**src/rtl/hsd_pkg.sv**
```systemverilog
// ----------------------------------------------------------------------------
// hsd_pkg
// Shared types, constants and the CRC-16 byte step for the HDLC stream
// deframer with FCS check.
// ----------------------------------------------------------------------------
package hsd_pkg;

   // Line codes
   localparam logic [7:0] FLAG_BYTE = 8'h7E;
   localparam logic [7:0] ESC_BYTE  = 8'h7D;
   localparam logic [7:0] ESC_XOR   = 8'h20;

   // FCS-16, reflected form
   localparam logic [15:0] CRC_POLY = 16'h8408;
   localparam logic [15:0] CRC_INIT = 16'hFFFF;
   localparam logic [15:0] CRC_GOOD = 16'hF0B8;

   // Frame limits
   localparam int          MAX_FRAME = 4096;
   localparam int          CNT_W     = 13;
   localparam int          IDX_W     = 12;
   localparam logic [CNT_W-1:0] CAP_LIMIT = CNT_W'(MAX_FRAME);
   localparam logic [CNT_W-1:0] MIN_CLOSE = CNT_W'(3);
   localparam logic [CNT_W-1:0] FCS_LEN   = CNT_W'(2);

   // Queue depth between stages and on the result side
   localparam logic [1:0] QUEUE_DEPTH = 2'd2;

   // Frame status codes
   typedef enum logic [1:0] {
      ST_NONE     = 2'd0,
      ST_GOOD     = 2'd1,
      ST_CRC_ERR  = 2'd2,
      ST_OVERFLOW = 2'd3
   } frame_status_type;

   // Classified line byte, passed from front to back
   typedef struct packed {
      logic       is_flag;
      logic       is_esc;
      logic [7:0] rx_byte;
   } item_type;

   // One result word
   typedef struct packed {
      logic                  data_valid;
      logic [7:0]            data_byte;
      logic [IDX_W-1:0]      data_index;
      frame_status_type      frame_status;
      logic [IDX_W-1:0]      payload_len;
   } result_type;

   // One byte through the reflected CRC, bit by bit (eight steps)
   function automatic logic [15:0] crc_byte(input logic [15:0] crc, input logic [7:0] b);
      logic [15:0] c;
      c = crc ^ {8'h00, b};
      for (int i = 0; i < 8; i++) begin
         c = c[0] ? ((c >> 1) ^ CRC_POLY) : (c >> 1);
      end
      return c;
   endfunction

endpackage

```
**src/rtl/hsd_front.sv**
```systemverilog
// ----------------------------------------------------------------------------
// hsd_front
// Accepts raw line bytes, tags flags and escapes, and holds them in a
// two-entry queue for the back end.
// ----------------------------------------------------------------------------
module hsd_front (
   input  logic             clock,
   input  logic             reset,
   input  logic             push,
   output logic             full,
   input  logic [7:0]       req_rx_byte,
   output logic             item_valid,
   output hsd_pkg::item_type item_out,
   input  logic             item_take
);
   import hsd_pkg::*;

   item_type   q_ff [2];
   logic       wr_ptr_ff, wr_ptr_in;
   logic       rd_ptr_ff, rd_ptr_in;
   logic [1:0] count_ff, count_in;
   logic       wr_en;
   logic       rd_en;
   item_type   item_new;

   // Classify the incoming word
   always_comb begin
      item_new.rx_byte = req_rx_byte;
      item_new.is_flag = (req_rx_byte == FLAG_BYTE);
      item_new.is_esc  = (req_rx_byte == ESC_BYTE);
   end

   assign full       = (count_ff == QUEUE_DEPTH);
   assign item_valid = (count_ff != 2'd0);
   assign item_out   = q_ff[rd_ptr_ff];
   assign wr_en      = push && !full;
   assign rd_en      = item_take && item_valid;

   // Queue pointers and fill level
   always_comb begin
      wr_ptr_in = wr_en ? ~wr_ptr_ff : wr_ptr_ff;
      rd_ptr_in = rd_en ? ~rd_ptr_ff : rd_ptr_ff;
      count_in  = count_ff + {1'b0, wr_en} - {1'b0, rd_en};
   end

   always_ff @(posedge clock) begin
      if (reset) begin
         wr_ptr_ff <= 1'b0;
         rd_ptr_ff <= 1'b0;
         count_ff  <= 2'd0;
      end else begin
         wr_ptr_ff <= wr_ptr_in;
         rd_ptr_ff <= rd_ptr_in;
         count_ff  <= count_in;
      end
   end

   // Queue storage
   always_ff @(posedge clock) begin
      if (wr_en) begin
         q_ff[wr_ptr_ff] <= item_new;
      end
   end

endmodule

```
**src/rtl/hsd_back.sv**
```systemverilog
// ----------------------------------------------------------------------------
// hsd_back
// Frame state, destuffing, CRC accumulation and length check. Each word
// taken from the front produces one result word into a two-entry queue.
// ----------------------------------------------------------------------------
module hsd_back (
   input  logic                clock,
   input  logic                reset,
   input  logic                csr_wr_en,
   input  logic [12:0]         csr_wr_data,
   input  logic                item_valid,
   input  hsd_pkg::item_type   item_in,
   output logic                item_take,
   output logic                empty,
   input  logic                pop,
   output hsd_pkg::result_type res_out
);
   import hsd_pkg::*;

   // Frame state
   logic              in_frame_ff, in_frame_in;
   logic              esc_pending_ff, esc_pending_in;
   logic [CNT_W-1:0]  byte_count_ff, byte_count_in;
   logic [15:0]       crc_acc_ff, crc_acc_in;
   logic [CNT_W-1:0]  max_length_ff;

   // Result queue
   result_type        rq_ff [2];
   logic              wr_ptr_ff, wr_ptr_in;
   logic              rd_ptr_ff, rd_ptr_in;
   logic [1:0]        count_ff, count_in;
   logic              res_push;
   logic              res_pop;
   result_type        res_in;

   logic [CNT_W-1:0]  cap;
   logic [CNT_W-1:0]  count_inc;
   logic [7:0]        data_b;
   logic [15:0]       crc_next;

   // Configuration register
   always_ff @(posedge clock) begin
      if (reset) begin
         max_length_ff <= CAP_LIMIT;
      end else if (csr_wr_en) begin
         max_length_ff <= csr_wr_data;
      end
   end

   // Handshake between the word queue and the result queue
   assign res_pop   = pop && !empty;
   assign item_take = item_valid && ((count_ff != QUEUE_DEPTH) || res_pop);
   assign res_push  = item_take;
   assign empty     = (count_ff == 2'd0);
   assign res_out   = rq_ff[rd_ptr_ff];

   // Datapath helpers
   assign cap       = (max_length_ff > CAP_LIMIT) ? CAP_LIMIT : max_length_ff;
   assign count_inc = byte_count_ff + CNT_W'(1);
   assign data_b    = esc_pending_ff ? (item_in.rx_byte ^ ESC_XOR) : item_in.rx_byte;
   assign crc_next  = crc_byte(crc_acc_ff, data_b);

   // Frame decode
   always_comb begin
      in_frame_in    = in_frame_ff;
      esc_pending_in = esc_pending_ff;
      byte_count_in  = byte_count_ff;
      crc_acc_in     = crc_acc_ff;
      res_in         = '0;
      res_in.frame_status = ST_NONE;
      if (!in_frame_ff) begin
         // hunting for the opening flag
         if (item_in.is_flag) begin
            in_frame_in    = 1'b1;
            esc_pending_in = 1'b0;
            crc_acc_in     = CRC_INIT;
         end
      end else if (item_in.is_flag) begin
         // closing flag; short frames stay open
         if (byte_count_ff >= MIN_CLOSE) begin
            if (crc_acc_ff == CRC_GOOD) begin
               res_in.frame_status = ST_GOOD;
               res_in.payload_len  = IDX_W'(byte_count_ff - FCS_LEN);
            end else begin
               res_in.frame_status = ST_CRC_ERR;
            end
            in_frame_in    = 1'b0;
            esc_pending_in = 1'b0;
            byte_count_in  = '0;
            crc_acc_in     = CRC_INIT;
         end
      end else if (item_in.is_esc) begin
         esc_pending_in = 1'b1;
      end else begin
         // stored byte
         res_in.data_valid = 1'b1;
         res_in.data_byte  = data_b;
         res_in.data_index = byte_count_ff[IDX_W-1:0];
         esc_pending_in    = 1'b0;
         crc_acc_in        = crc_next;
         byte_count_in     = count_inc;
         if (count_inc >= cap) begin
            res_in.frame_status = ST_OVERFLOW;
            in_frame_in    = 1'b0;
            byte_count_in  = '0;
            crc_acc_in     = CRC_INIT;
         end
      end
   end

   always_ff @(posedge clock) begin
      if (reset) begin
         in_frame_ff    <= 1'b0;
         esc_pending_ff <= 1'b0;
         byte_count_ff  <= '0;
         crc_acc_ff     <= CRC_INIT;
      end else if (item_take) begin
         in_frame_ff    <= in_frame_in;
         esc_pending_ff <= esc_pending_in;
         byte_count_ff  <= byte_count_in;
         crc_acc_ff     <= crc_acc_in;
      end
   end

   // Result queue pointers
   always_comb begin
      wr_ptr_in = res_push ? ~wr_ptr_ff : wr_ptr_ff;
      rd_ptr_in = res_pop ? ~rd_ptr_ff : rd_ptr_ff;
      count_in  = count_ff + {1'b0, res_push} - {1'b0, res_pop};
   end

   always_ff @(posedge clock) begin
      if (reset) begin
         wr_ptr_ff <= 1'b0;
         rd_ptr_ff <= 1'b0;
         count_ff  <= 2'd0;
      end else begin
         wr_ptr_ff <= wr_ptr_in;
         rd_ptr_ff <= rd_ptr_in;
         count_ff  <= count_in;
      end
   end

   always_ff @(posedge clock) begin
      if (res_push) begin
         rq_ff[wr_ptr_ff] <= res_in;
      end
   end

   // Checks
   a_rq_bound: assert property (@(posedge clock) disable iff (reset)
      count_ff <= QUEUE_DEPTH)
      else $error("result queue overfilled");

   a_idle_count: assert property (@(posedge clock) disable iff (reset)
      !in_frame_ff |-> (byte_count_ff == '0) && !esc_pending_ff)
      else $error("count or escape left over outside a frame");

   a_close_clears: assert property (@(posedge clock) disable iff (reset)
      res_push && (res_in.frame_status != ST_NONE)
      |=> !in_frame_ff && (crc_acc_ff == CRC_INIT))
      else $error("frame end did not clear state");

   a_good_no_data: assert property (@(posedge clock) disable iff (reset)
      res_push && (res_in.frame_status == ST_GOOD) |-> !res_in.data_valid)
      else $error("good frame report carries a data byte");

endmodule

```
**src/rtl/hdlc_stream_deframer_fcs_check.sv**
```systemverilog
// ----------------------------------------------------------------------------
// hdlc_stream_deframer_fcs_check
// HDLC byte-stream deframer: flag hunt, escape removal and FCS-16 check.
// ----------------------------------------------------------------------------
// Takes one line byte per clock while full is low and returns exactly one
// result word per byte. The front end classifies bytes into a two-entry
// queue; the back end keeps the frame state and updates the FCS with a
// combinational byte step, writing into a two-entry result queue. Sustained
// rate is one byte per cycle while pop keeps up; a byte is held in the front
// queue, then its result is registered into the result queue, from which it
// can be popped. With pop held low the block holds four bytes before full
// rises. The closed loop that sets this rate is the frame state and CRC
// register in the back end, updated once per byte. max_length may be written
// only while no bytes are in flight.
module hdlc_stream_deframer_fcs_check (
   input  logic        clock,
   input  logic        reset,
   // byte input
   input  logic        push,
   output logic        full,
   input  logic [7:0]  req_rx_byte,
   // results
   output logic        empty,
   input  logic        pop,
   output logic        rsp_data_valid,
   output logic [7:0]  rsp_data_byte,
   output logic [11:0] rsp_data_index,
   output logic [1:0]  rsp_frame_status,
   output logic [11:0] rsp_payload_len,
   // configuration
   input  logic        csr_wr_en,
   input  logic [12:0] csr_wr_data
);
   import hsd_pkg::*;

   item_type   item;
   logic       item_valid;
   logic       item_take;
   result_type res;

   hsd_front u_front (
      .clock       (clock),
      .reset       (reset),
      .push        (push),
      .full        (full),
      .req_rx_byte (req_rx_byte),
      .item_valid  (item_valid),
      .item_out    (item),
      .item_take   (item_take)
   );

   hsd_back u_back (
      .clock       (clock),
      .reset       (reset),
      .csr_wr_en   (csr_wr_en),
      .csr_wr_data (csr_wr_data),
      .item_valid  (item_valid),
      .item_in     (item),
      .item_take   (item_take),
      .empty       (empty),
      .pop         (pop),
      .res_out     (res)
   );

   // Result word onto the ports
   assign rsp_data_valid   = res.data_valid;
   assign rsp_data_byte    = res.data_byte;
   assign rsp_data_index   = res.data_index;
   assign rsp_frame_status = res.frame_status;
   assign rsp_payload_len  = res.payload_len;

endmodule

```
**config.mk**
```make
export PLATFORM = sky130hd
export DESIGN_NAME = hdlc_stream_deframer_fcs_check
export DESIGN_NICKNAME = d
export VERILOG_FILES = /design/src/rtl/hsd_pkg.sv /design/src/rtl/hsd_front.sv /design/src/rtl/hsd_back.sv /design/src/rtl/hdlc_stream_deframer_fcs_check.sv
export SDC_FILE = /design/constraint.sdc
export NUM_CORES = 1
export LEC_CHECK = 0
export ABC_AREA = 1
export BUFFER_PORTS_ARGS = -buffer_cell sky130_fd_sc_hd__buf_2
export CORE_UTILIZATION = 54
export CTS_CLUSTER_SIZE = 40
export DETAILED_ROUTE_END_ITERATION = 6
export GPL_ROUTABILITY_DRIVEN = 0
export PLACE_DENSITY = 0.76
export SYNTH_ARGS = -nofsm -noshare
export SYNTH_HDL_FRONTEND = slang
export SYNTH_SLANG_ARGS = --single-unit
```
**constraint.sdc**
```tcl
create_clock -name clock -period 2.8 [get_ports clock]
set_input_delay 0.28 -clock clock [delete_from_list [all_inputs] [get_ports clock]]
set_output_delay 0.28 -clock clock [all_outputs]
set_load 0.03 [all_outputs]
```
* Word level (Yosys, flattened, before mapping)
Memories as Yosys holds them, arrays and structs flattened. A register that Yosys moved wholly into a read port is not among the register bits.
Cells that the tools add are included.
** Operators by class
- Bitwise gates (word level) :: 14
- Shifts and indexed selects :: 0
- Mux-type cells :: 48
- Reductions and logical operators :: 13
- Order comparisons :: 3
- Multiply operators :: 0
- Div/mod/pow operators :: 0
- Equality and inequality tests :: 8
- Add/sub/neg operators :: 6
** Operators with widths (number)
- 16-bit two-way mux :: 14
- 13-bit two-way mux :: 5
- 35-bit two-way mux :: 1
- 12-bit two-way mux :: 2
- 2-bit inverter with 3-bit output :: 8
- 23-bit two-way mux :: 1
- 21-bit two-way mux :: 1
- 1-bit two-way mux :: 19
- 16-bit == test (second input constant) :: 1
- 8-bit by 7-bit == test with 1-bit output (second input constant) :: 2
- 16-bit by 8-bit XOR with 16-bit output :: 1
- 14-bit two-way mux :: 1
- 13-bit by 1-bit adder with 13-bit output (second input constant) :: 1
- 13-bit >= comparator :: 1
- 13-bit by 2-bit >= comparator with 1-bit output (second input constant) :: 1
- 13-bit greater-than comparator (second input constant) :: 1
- 12-bit by 2-bit subtractor with 12-bit output (second input constant) :: 1
- 4-bit AND reduction :: 2
- 2-bit two-way mux :: 3
- 6-bit two-way mux :: 1
- 1-bit inverter :: 5
- 2-bit by 1-bit adder with 2-bit output :: 2
- 1-bit logical AND :: 4
- 2-bit by 1-bit != test with 1-bit output (second input constant) :: 2
- 9 further kinds :: 12
** Storage, ports and cells
- Latch bits :: 0
- Memories kept :: 2
- Register bits :: 52
- Input bits :: 26
- Memory bits (writable) :: 90
- ROM bits :: 0
- Logic and storage cells :: 105
** Memory list
- u_back.rq_ff :: depth 2, width 35, read ports 1, clocked after memory_dff 1, write ports 1, line hsd_back.sv:28 : result_type rq_ff [2];
- u_front.q_ff :: depth 2, width 10, read ports 1, clocked after memory_dff 1, write ports 1, line hsd_front.sv:18 : item_type q_ff [2];

* Depth between registers and ports, before layout
Gate-level depths: netlist (run 1).
- Depth after elaboration :: 23
- Gate-level depth with buffers :: 19

* Modules after synthesis
A second synthesis (run 1) with hierarchy kept.
** Unflattened totals
- Cells, all modules :: 719
- Area, all modules :: 7041.8 um^2
** Modules (own cells, without submodules)
- hsd_back :: instances 1, area an instance 5992.0 um^2, cells an instance 641, sequential area each 3083.0 um^2
- hsd_front :: instances 1, area an instance 1049.8 um^2, cells an instance 78, sequential area each 700.7 um^2

* Worst setup path before layout (run 1)
Ideal clock, no wire load.
- Path type :: register to register
- From :: register u_back.byte_count_ff[0]
- To :: register u_back.crc_acc_ff[13]
- Data required time :: 2.685 ns
- Stages on the path, launching flop included :: 19
- Path buffers :: 1
- Slack :: 0.136 ns
- Arrival time :: 2.549 ns
- Cells stage by stage :: dfxtp_1 > ha_1 > inv_2 > nor3_2 > nand2_1 > xor2_1 > inv_1 > ha_1 > nand2_1 > inv_1 > nand2_1 > nand2_1 > a21oi_1 > nand3_1 > nor2_2 > buf_4 > nand3_1 > nand2_1 > nand2_1
** On the way
- Longest elaborated chain between the ends :: 6
- Elaborated cells between the ends (all ways) :: 9
- Classes of those cells :: add/sub (1); order compare (2); eq/ne (1); mux (4); reduce/logical (1)
** Ends and longest elaborated chain
- from (decl) :: line hsd_back.sv:23 : logic [CNT_W-1:0] byte_count_ff, byte_count_in;
- from (signal assigned) :: line hsd_back.sv:120 : byte_count_ff <= byte_count_in;
- 13-bit by 1-bit adder with 13-bit output :: line hsd_back.sv:59 : assign count_inc = byte_count_ff + CNT_W'(1);
- 13-bit >= comparator :: line hsd_back.sv:102 : if (count_inc >= cap) begin
- 16-bit two-way mux :: line hsd_back.sv:102
- 16-bit two-way mux :: line hsd_back.sv:92 : end else if (item_in.is_esc) begin
- 16-bit two-way mux :: line hsd_back.sv:78 : end else if (item_in.is_flag) begin
- 16-bit two-way mux :: line hsd_back.sv:71 : if (!in_frame_ff) begin
- to (signal assigned) :: line hsd_back.sv:121 : crc_acc_ff <= crc_acc_in;
- to (decl) :: line hsd_back.sv:24 : logic [15:0] crc_acc_ff, crc_acc_in;
Several ways; a longest one is shown, not always the timed one. The select of a mux whose other input is x is not followed.
A chain may end at the register's enable or synchronous reset.

* Worst setup path after layout (run 1)
- From :: register u_back.byte_count_ff[1]
- To :: register u_back.byte_count_ff[8]
** On the way
- Longest elaborated chain between the ends :: 5
- Elaborated cells between the ends (all ways) :: 8
- Classes of those cells :: add/sub (1); order compare (2); eq/ne (1); mux (3); reduce/logical (1)
** Ends and longest elaborated chain (line)
- 13-bit by 1-bit adder with 13-bit output :: hsd_back.sv:59
- 13-bit >= comparator :: hsd_back.sv:102
- 13-bit two-way mux :: hsd_back.sv:102
- 13-bit two-way mux :: hsd_back.sv:92
- 13-bit two-way mux :: hsd_back.sv:78
Several ways; a longest one is shown, not always the timed one. The select of a mux whose other input is x is not followed.

==> results.tsv, run 1 <==
metric	value	unit
ys.warnings.count	0	
critPathCaptureType	register	
avgSynthCellArea	9.20	µm²
timing.final.crit_share	95.6	%
seq_area_frac_synth	53.2	%
dp.cells	999	
design_area	8340	µm²
cts_tree	built	
grt_max_degree	37	
critPathMaxFanout	4	
worstPathRequired	3.15	ns
start_kind	register	
final_nets	894	
clk_pin_slew_worst_paths	0.06	ns
clkSinkCount	144	
synth_top_area_share	38.0	%
drive_above_1_share	23.0	%
core	12700	µm²
wl_met3	1.06	mm
num_rows	41	
place_area	7620	µm²
wl_met2	6.60	mm
ys_seq_elements	144	
dieHeight	117	µm
drc	0	
drt_iter0_drc	436	
slew_headroom	42.2	%
top_layer_used	met4	
drt-met1-wl	6.83	mm
slew_viol_final	0	
fin_cells	1032	
vias	5499	
ios	63	
worst_hold_path_type	in2reg	
portBuffers	62	
h-tree-depth	4	
diodes	0	
p_leak	3.67	nW
worst_slew_pin_slew	0.864	ns
syn2layout_area_growth	17.3	%
synthCells	773	
path_delay_family	simple AND/OR/NAND/NOR gates	
cts_hold_buf	0	
grt_pass1_vias	5007	
p_per_area	1060	nW/µm²
clkLatencyLatePin	0.43	ns
status	finished clean	
overflow	0	
cpPeakStageDelay	0.37	ns
peakVddDrop	0.000507	V
routed_wl	14.8	mm
power	8.83	mW
dp_hpwl	10.4	mm
final_util	65.5	%
antenna_found_initial	0	
cts_buffer_depth	2	
finalHoldViolations	0	
place_ws	0.00854	ns
start_util	55.9	%
syn-num-nets	820	
cts_buffers	17	
yosys-top-cells-area	edfxtp_1, dfxtp_1, nand2_1	
ant_nets	0	
finClkSkew	0.00987	ns
routedWlPerCell	14.4	µm
crit_top_cell	nand2_1	
grtUsageTotal	22.7	%
maxCapViolations	0	
slowest_stage	dfxtp_1	
die_w	117	µm
first_pass_iters	6	
crit_chain	buf_4, ha_1, nand2_1, inv_1, nand3_1, xor2_1, ha_1, nand2_2, inv_1, nand2_1, nand2_1, a21oi_2, nand3_4, buf_4, nor2_1, nand2_1, a21oi_1	
whs	0.0563	ns
die-area	13600	µm²
synth_cell_types	37	
yosysTopAreaCell	edfxtp_1	
timing.final.ws_setup	0.124	ns
grt_pass1_wl	23.3	mm
viasPerCell	5.33	
min_period	2.68	ns
syn-cell-area	7110	µm²
clockRootBuffer	clkbuf_16	
path_class	reg2reg	
fin_setup_tns	0	ns
fmax	374	MHz
cp_data_arrival_time	3.03	ns
cp_num_buf_inv	4	
setup_viol	0	
-- cell type report --
type	instances	area [µm²]
Clock buffer	22	454
Clock inverter	10	136
Tap cell	172	215
Multi-Input combinational cell	523	2990
Timing Repair Buffer	79	450
Inverter	82	308
Sequential cell	144	3780
Fill cell	1033	4380
-- state kept, by name, summed over array words and instances, names as in the netlist, named ones only --
signal                 count
u_front.wr_ptr_ff          1
u_back.max_length_ff      13
u_back.wr_ptr_ff           1
u_back.rq_ff              70
u_front.q_ff              20
u_back.rd_ptr_ff           1
u_front.count_ff           2
u_back.in_frame_ff         1
u_back.esc_pending_ff      1
u_back.byte_count_ff      13
u_back.crc_acc_ff         16
u_front.rd_ptr_ff          1
u_back.count_ff            2
-- repair_timing --
action                                  CTS  global route
gates cloned                              0             0
setup buffers                             0             1
endpoints found under the setup margin   19            34
pin swaps                                 0             5
gates resized for setup                   2            18
-- synth_stat cells, drive strengths merged --
library cell,n
xor2,23
nand3,49
a21boi,1
edfxtp,90
a21oi,34
ha,21
buf,14
nand2,191
o21a,1
inv,82
nor3b,1
nor3,9
nor4,7
or2,3
clkbuf,10
o21ai,37
nand3b,3
mux2,35
nand4,9
nor2,97
xnor2,1
dfxtp,54
and2,1
-- cells by family after synthesis --
logic type               count (synthesis)  synth area share, %
AND/OR/NAND/NOR                        370                 22.7
flip-flops                             144                 53.2
XOR/XNOR                                24                 3.06
AO/OA/AOI/OAI                           73                 5.31
buffers and inverters                  106                 6.44
adder cells (fa/ha/maj)                 21                 3.70
multiplexers                            35                 5.54
-- metal layers --
metal,vias to the layer above,global-route usage [%]
li1,2705,-
met3,37,6.02
met2,228,34.7
met5,-,0
met1,2529,30.5
met4,0,9.54
-- worst reg2reg max path, stage by stage (launching register included) --
cell and delay, ns:
dfxtp_1 0.37, buf_4 0.16, ha_1 0.15, nand2_1 0.09, inv_1 0.14, nand3_1 0.12, xor2_1 0.18, ha_1 0.33
nand2_2 0.08, inv_1 0.04, nand2_1 0.07, nand2_1 0.08, a21oi_2 0.16, nand3_4 0.13, buf_4 0.17, nor2_1 0.12
nand2_1 0.07, a21oi_1 0.13
-- final timing paths --
path                           start                       to  slack [ns]  cells after the start
max reg2reg  u_back.byte_count_ff[1]  u_back.byte_count_ff[8]        0.12                     17
max          u_back.byte_count_ff[1]  u_back.byte_count_ff[8]        0.12                     17
min                   req_rx_byte[7]       u_front.q_ff[1][7]        0.06                      1
min reg2reg      u_front.count_ff[1]      u_front.count_ff[1]        0.46                      1
-- power by group --
part	internal (mW)	leakage, nW	switching, mW
logic	1.11	2.09	2.26
registers	2.91	1.30	0.294
clock network	1.42	0.280	0.843
total	5.43	3.67	3.40
-- placed cells by master, fill, tap and decap left out, types with 5 or more instances in the layout --
cell type  count
a21oi_1       32
buf_2         62
buf_4         16
clkbuf_16     17
dfxtp_1       54
edfxtp_1      90
ha_1          17
inv_1         71
inv_2         11
mux2_2        35
nand2_1      185
nand3_1       46
nand4_1        9
nor2_1        81
nor2_2        15
nor3_1         7
nor4_1         5
o21ai_0       31
xor2_1        21
Power figures use the tool's default switching activity.
==> run 2, diff against run 1 <==
--- a/config.mk
+++ b/config.mk
@@ -11,7 +11,7 @@
 export CTS_CLUSTER_SIZE = 40
 export DETAILED_ROUTE_END_ITERATION = 6
 export GPL_ROUTABILITY_DRIVEN = 0
-export PLACE_DENSITY = 0.76
+export PLACE_DENSITY_LB_ADDON = 0.25
 export SYNTH_ARGS = -nofsm -noshare
 export SYNTH_HDL_FRONTEND = slang
 export SYNTH_SLANG_ARGS = --single-unit
==> run 2 against run 1 <==
Net effect:
- register-to-register slack barely moved
- routed wire length fell by 1.6%
- first-iteration DRC count rose by 8.7%
- cell area fell by 0.14%
- non-clock buffer count rose by 1
- sequential power barely moved
- worst setup slack improved by 0.0029 ns
==> results.tsv, run 2 (synthesis gave the netlist of run 1 again) <==
metric	value	unit	change
status	finished clean		
worstPathRequired	2.96	ns	-0.19 ns
layout_commonest_cell	nand2_1		
cts_buffer_depth	2		unchanged
grtUsageTotal	22.8	%	+0.18 points
num_rows	41		unchanged
ant_nets	0		unchanged
slowest_stage	xor2_1		
dp_hpwl	10.1	mm	-3.4%
syn2layout_area_growth	17.1	%	
die_w	117	µm	unchanged
cp.depth	13		-4
dieHeight	117	µm	unchanged
slew_headroom	43.4	%	+1.2 points
top_regs	u_back.rq_ff: 70 flops, u_front.q_ff: 20 flops, u_back.crc_acc_ff: 16 flops		
grt_setup_unrepaired	false		
viasPerCell	5.23		-1.9%
fillerInstances	1056		+2.2%
clockRootBuffer	clkbuf_16		
drc	0		unchanged
fmax	374	MHz	+0.11%
start_util	55.9	%	unchanged
critPathMaxFanout	4		unchanged
final_nets	895		+0.11%
clkSinkCount	144		unchanged
drt_iter0_drc	474		+8.7%
cp_num_buf_inv	2		-2
maxCapViolations	0		unchanged
portBuffers	62		unchanged
finClkSkew	0.00813	ns	-0.00175 ns
h-tree-depth	4		unchanged
critPathCaptureType	register		
slew_viol_final	0		unchanged
routedWlPerCell	14.1	µm	-1.7%
antenna_found_initial	0		unchanged
worst_slew_pin_slew	0.845	ns	-0.0186 ns
power	8.85	mW	+0.29%
diodes	0		unchanged
start_kind	register		
rr_endpoint	u_back.rq_ff[0][12]		
drive_above_1_share	23.3	%	+0.32 points
routed_wl	14.6	mm	-1.6%
worst_hold_path_type	in2reg		
ios	63		unchanged
largest_reg_flops	70		unchanged
cts_tree	built		
p_leak	3.71	nW	+0.93%
ff_latch_area	3790	µm²	about the same
reg2regPathDepth	13		-4
setup.worst_path.end	u_back.rq_ff[0][12]		
grt_pass1_wl	23.4	mm	+0.21%
clkLatencyLatePin	0.43	ns	about the same
cp_data_arrival_time	2.83	ns	-0.20 ns
path_class	reg2reg		
rr_startpoint	u_back.byte_count_ff[1]		
top_register	u_back.rq_ff		
finalHoldViolations	0		unchanged
timing.final.crit_share	95.5	%	-0.10 points
crit_chain	buf_4, ha_1, nand2_1, inv_2, nand4_1, xor2_1, ha_1, nand2_1, nor2_1, a21oi_2, nand3_4, o21ai_1, nor2_1		
setup_viol	0		unchanged
grt_pass1_vias	4994		-0.26%
clk_pin_slew_worst_paths	0.06	ns	about the same
path_delay_family	simple AND/OR/NAND/NOR gates		
core	12700	µm²	unchanged
grt_max_degree	36		-2.7%
cts_hold_buf	0		unchanged
overflow	0		unchanged
cpPeakStageDelay	0.33	ns	-0.04 ns
final_cell_mix	nand2_1, edfxtp_1, nor2_1		
cts_buffers	17		unchanged
vias	5400		-1.8%
min_period	2.67	ns	-0.00287 ns
rrSetupSlack	0.13	ns	about the same
die-area	13600	µm²	unchanged
critPathLaunch	u_back.byte_count_ff[1]		
first_pass_iters	5		-1
multi_input_area	2950	µm²	-1.3%
peakVddDrop	0.000579	V	+14%
holdPathStages	1		unchanged
fin_setup_tns	0	ns	unchanged
p_per_area	1060	nW/µm²	+0.42%
[run 2: cell count changes in the layout (fill, tap and decap cells not counted), moves of 2 or more]
cell,before,now
ha_1,17,20
dfxtp_2,0,3
ha_4,3,0
dfxtp_1,54,51
inv_6,0,3
nor3_1,7,5
clkinv_2,3,1
clkbuf_1,4,2
[run 2: how the worst min path moves through the flow]
stage	startpoint	end	slack [ns]
after floorplan	reset	u_back.crc_acc_ff[0]	0.38
after global placement	u_front.count_ff[1]	u_front.count_ff[1]	0.44
after detailed placement	u_front.rd_ptr_ff	u_front.rd_ptr_ff	0.44
after CTS	req_rx_byte[6]	u_front.q_ff[0][6]	0.04
after global routing	req_rx_byte[7]	u_front.q_ff[0][7]	0.05
final	req_rx_byte[6]	u_front.q_ff[1][6]	0.06
[run 2: through the flow]
stage          hold WS (ns)  util, %  std cells  setup WS (ns)  instance area [µm²]
2_1_floorplan         0.376        -        773          0.136                 7110
3_3_place_gp          0.436     60.0       1000          0.174                 7630
3_5_place_dp          0.444     60.0       1000         0.0953                 7630
4_1_cts              0.0436     64.8       1032         0.0421                 8240
5_1_grt              0.0535     65.5       1033        0.00262                 8330
6_report             0.0605     65.5       1033          0.127                 8330
[run 2: routing by layer]
| metal | wire length, µm | vias to the layer above | global-route usage, % |
|---|---|---|---|
| met5 | 0 | - | 0 |
| li1 | - | 2713 | - |
| met3 | 1130 | 25 | 6.69 |
| met4 | 265 | 0 | 8.35 |
| met2 | 6750 | 184 | 36.3 |
| met1 | 6430 | 2478 | 29.7 |
[run 2: timing repair]
| action | in CTS | in global routing |
|---|---|---|
| resized for setup | 0 | 21 |
| endpoints found under the hold margin | 0 | 0 |
| setup endpoints to repair | 0 | 34 |
| buffers inserted | 0 | 1 |
[run 2: cell type report]
type | count | area share, %
clock buffer | 22 | 5.83
clock inverter | 10 | 1.46
tap | 172 | 2.58
inverter | 82 | 3.70
sequential | 144 | 45.5
timing repair buffer | 80 | 5.50
multi-input combinational | 523 | 35.4
[run 2: where the power goes]
part / internal [mW] / total, mW / switching, mW
combinational: 1.10 / 3.38 / 2.28
clock: 1.42 / 2.29 / 0.868
sequential: 2.91 / 3.19 / 0.282
==> run 3, diff against run 2 <==
--- a/config.mk
+++ b/config.mk
@@ -6,12 +6,13 @@
 export NUM_CORES = 1
 export LEC_CHECK = 0
 export ABC_AREA = 1
-export BUFFER_PORTS_ARGS = -buffer_cell sky130_fd_sc_hd__buf_2
-export CORE_UTILIZATION = 54
+export CORE_UTILIZATION = 58
 export CTS_CLUSTER_SIZE = 40
 export DETAILED_ROUTE_END_ITERATION = 6
+export DONT_BUFFER_PORTS = 1
 export GPL_ROUTABILITY_DRIVEN = 0
 export PLACE_DENSITY_LB_ADDON = 0.25
+export RECOVER_POWER = 50
 export SYNTH_ARGS = -nofsm -noshare
 export SYNTH_HDL_FRONTEND = slang
 export SYNTH_SLANG_ARGS = --single-unit
==> run 3 against run 2 <==
Net effect:
- worst setup slack lost 0.0073 ns
- sequential cell count is the same
- highest routed layer unchanged
- global-route usage grew 1.5 points
- largest cell class unchanged
- largest power group unchanged
- utilization grew 4.0 points
==> results.tsv, run 3 (synthesis gave the netlist of run 1 again) <==
metric	value	unit	change
status	finished clean		
drt-met1-wl	6.79	mm	+5.5%
peakVddDrop	0.000685	V	+18%
top_register	u_back.rq_ff		
clk_pin_slew_worst_paths	0.06	ns	about the same
critPathMaxFanout	16		+12
setup_viol	0		unchanged
p_leak	3.60	nW	-2.9%
routedWlPerCell	15.6	µm	+11%
slew_headroom	28.3	%	-15 points
cts_tree	built		
fmax	373	MHz	-0.27%
wl_met3	1.13	mm	about the same
die-area	12700	µm²	-6.8%
path_class	reg2reg		
dieHeight	113	µm	-3.4%
timing.final.ws_setup	0.119	ns	-0.00734 ns
critPathCaptureType	register		
viasPerCell	5.54		+5.9%
num_rows	40		-2.4%
cts_buffer_depth	2		unchanged
worstPathRequired	3.11	ns	+0.15 ns
wl_met2	7.06	mm	+4.6%
drc	0		unchanged
first_pass_iters	6		+1
drt_iter0_drc	496		+4.6%
clkSinkCount	144		unchanged
dp_hpwl	10.1	mm	-0.11%
grt_pass1_vias	5126		+2.6%
syn2layout_area_growth	16.9	%	
slew_viol_final	0		unchanged
finClkSkew	0.00682	ns	-0.00130 ns
grt_pass1_wl	24.2	mm	+3.2%
place_ws	-0.136	ns	-0.231 ns
cp_data_arrival_time	2.99	ns	+0.16 ns
vias	5403		+0.056%
finalHoldViolations	0		unchanged
p_per_area	1050	nW/µm²	-0.97%
antenna_found_initial	0		unchanged
whs	0.00615	ns	-0.0544 ns
grt_max_degree	36		unchanged
overflow	0		unchanged
ios	63		unchanged
diodes	0		unchanged
h-tree-depth	4		unchanged
portBuffers	0		-100%
min_period	2.68	ns	+0.00734 ns
drive_above_1_share	13.4	%	-10 points
start_kind	register		
final_cell_mix	nand2_1, edfxtp_1, nor2_1		
layout_commonest_cell	nand2_1		
top_regs	u_back.rq_ff: 70 flops, u_front.q_ff: 20 flops, u_back.crc_acc_ff: 16 flops		
cts_buffers	17		unchanged
clkLatencyLatePin	0.42	ns	about the same
core	12000	µm²	-6.0%
grtUsageTotal	24.4	%	+1.5 points
worst_hold_path_type	in2reg		
worst_slew_pin_slew	1.07	ns	+0.225 ns
start_util	59.4	%	+3.6 points
routed_wl	15.2	mm	+4.4%
maxCapViolations	0		unchanged
ant_nets	0		unchanged
timing.final.crit_share	95.7	%	+0.26 points
final_nets	864		-3.5%
largest_reg_flops	70		unchanged
top_layer_used	met4		
clockRootBuffer	clkbuf_16		
die_w	113	µm	-3.4%
[run 3: cell count changes in the layout (fill, tap and decap cells not counted), sizes merged]
cell / delta
buf: -63
dlygate4sd3: +29
clkinv: +4
inv: -3
bufinv: +2
clkinvlp: -1
[run 3: worst max-delay path: stages (launching register included)]
cell and delay, ns:
dfxtp_4 0.39, ha_4 0.14, inv_2 0.05, nor3_4 0.24
nand2_2 0.10, xor2_2 0.22, inv_1 0.10, ha_4 0.26
nand2_1 0.09, inv_1 0.07, nand2_1 0.07, nand2_1 0.06
a21oi_2 0.17, nand3_4 0.13, nor2_4 0.15, buf_12 0.15
nand3_1 0.07, nand2_1 0.07, nand2_1 0.05
[run 3: through the flow]
stage	TNS [ns]	std cells	cell area [µm²]	total power [mW]	util, %
after floorplan	0	773	7110	5.76	-
after global placement	-1.30	913	7290	6.23	60.9
after detailed placement	-3.07	913	7290	6.32	60.9
after CTS	0	973	8190	8.79	68.4
after global routing	-0.192	976	8310	9.22	69.5
final	0	976	8310	8.75	69.5
[run 3: area by class of cell]
class	instances	area, µm²
Timing Repair Buffer	49	444
Fill cell	903	3650
Tap cell	147	184
Multi-Input combinational cell	523	2980
Clock buffer	19	433
Inverter	82	308
Sequential cell	144	3790
Clock inverter	12	166
[run 3: report_power, final]
part | switching [mW] | internal (mW)
Combinational | 2.24 | 0.993
Clock | 0.837 | 1.48
Sequential | 0.293 | 2.91
Total | 3.37 | 5.38
[run 3: routing by layer]
metal / vias up / GRT usage, %
li1: 2641 / -
met1: 2523 / 33.0
met2: 216 / 38.5
met3: 23 / 5.30
met4: 0 / 9.78
met5: - / 0
[run 3: timing repair]
item / in CTS / in global routing
setup endpoints to repair: 34 / 34
hold buffers: 29 / 0
resized for setup: 3 / 23
pin swaps: 0 / 5
buffers inserted: 0 / 3
endpoints found under the hold margin: 44 / 0
[run 3: final timing paths]
path / slack [ns] / cells past startpoint / start / endpoint
setup / recovery: 0.12 / 18 / u_back.byte_count_ff[1] / u_back.crc_acc_ff[10]
hold / removal: 0.006 / 2 / csr_wr_data[1] / u_back.max_length_ff[1]
hold reg to reg: 0.45 / 1 / u_front.rd_ptr_ff / u_front.rd_ptr_ff
setup reg to reg: 0.12 / 18 / u_back.byte_count_ff[1] / u_back.crc_acc_ff[10]
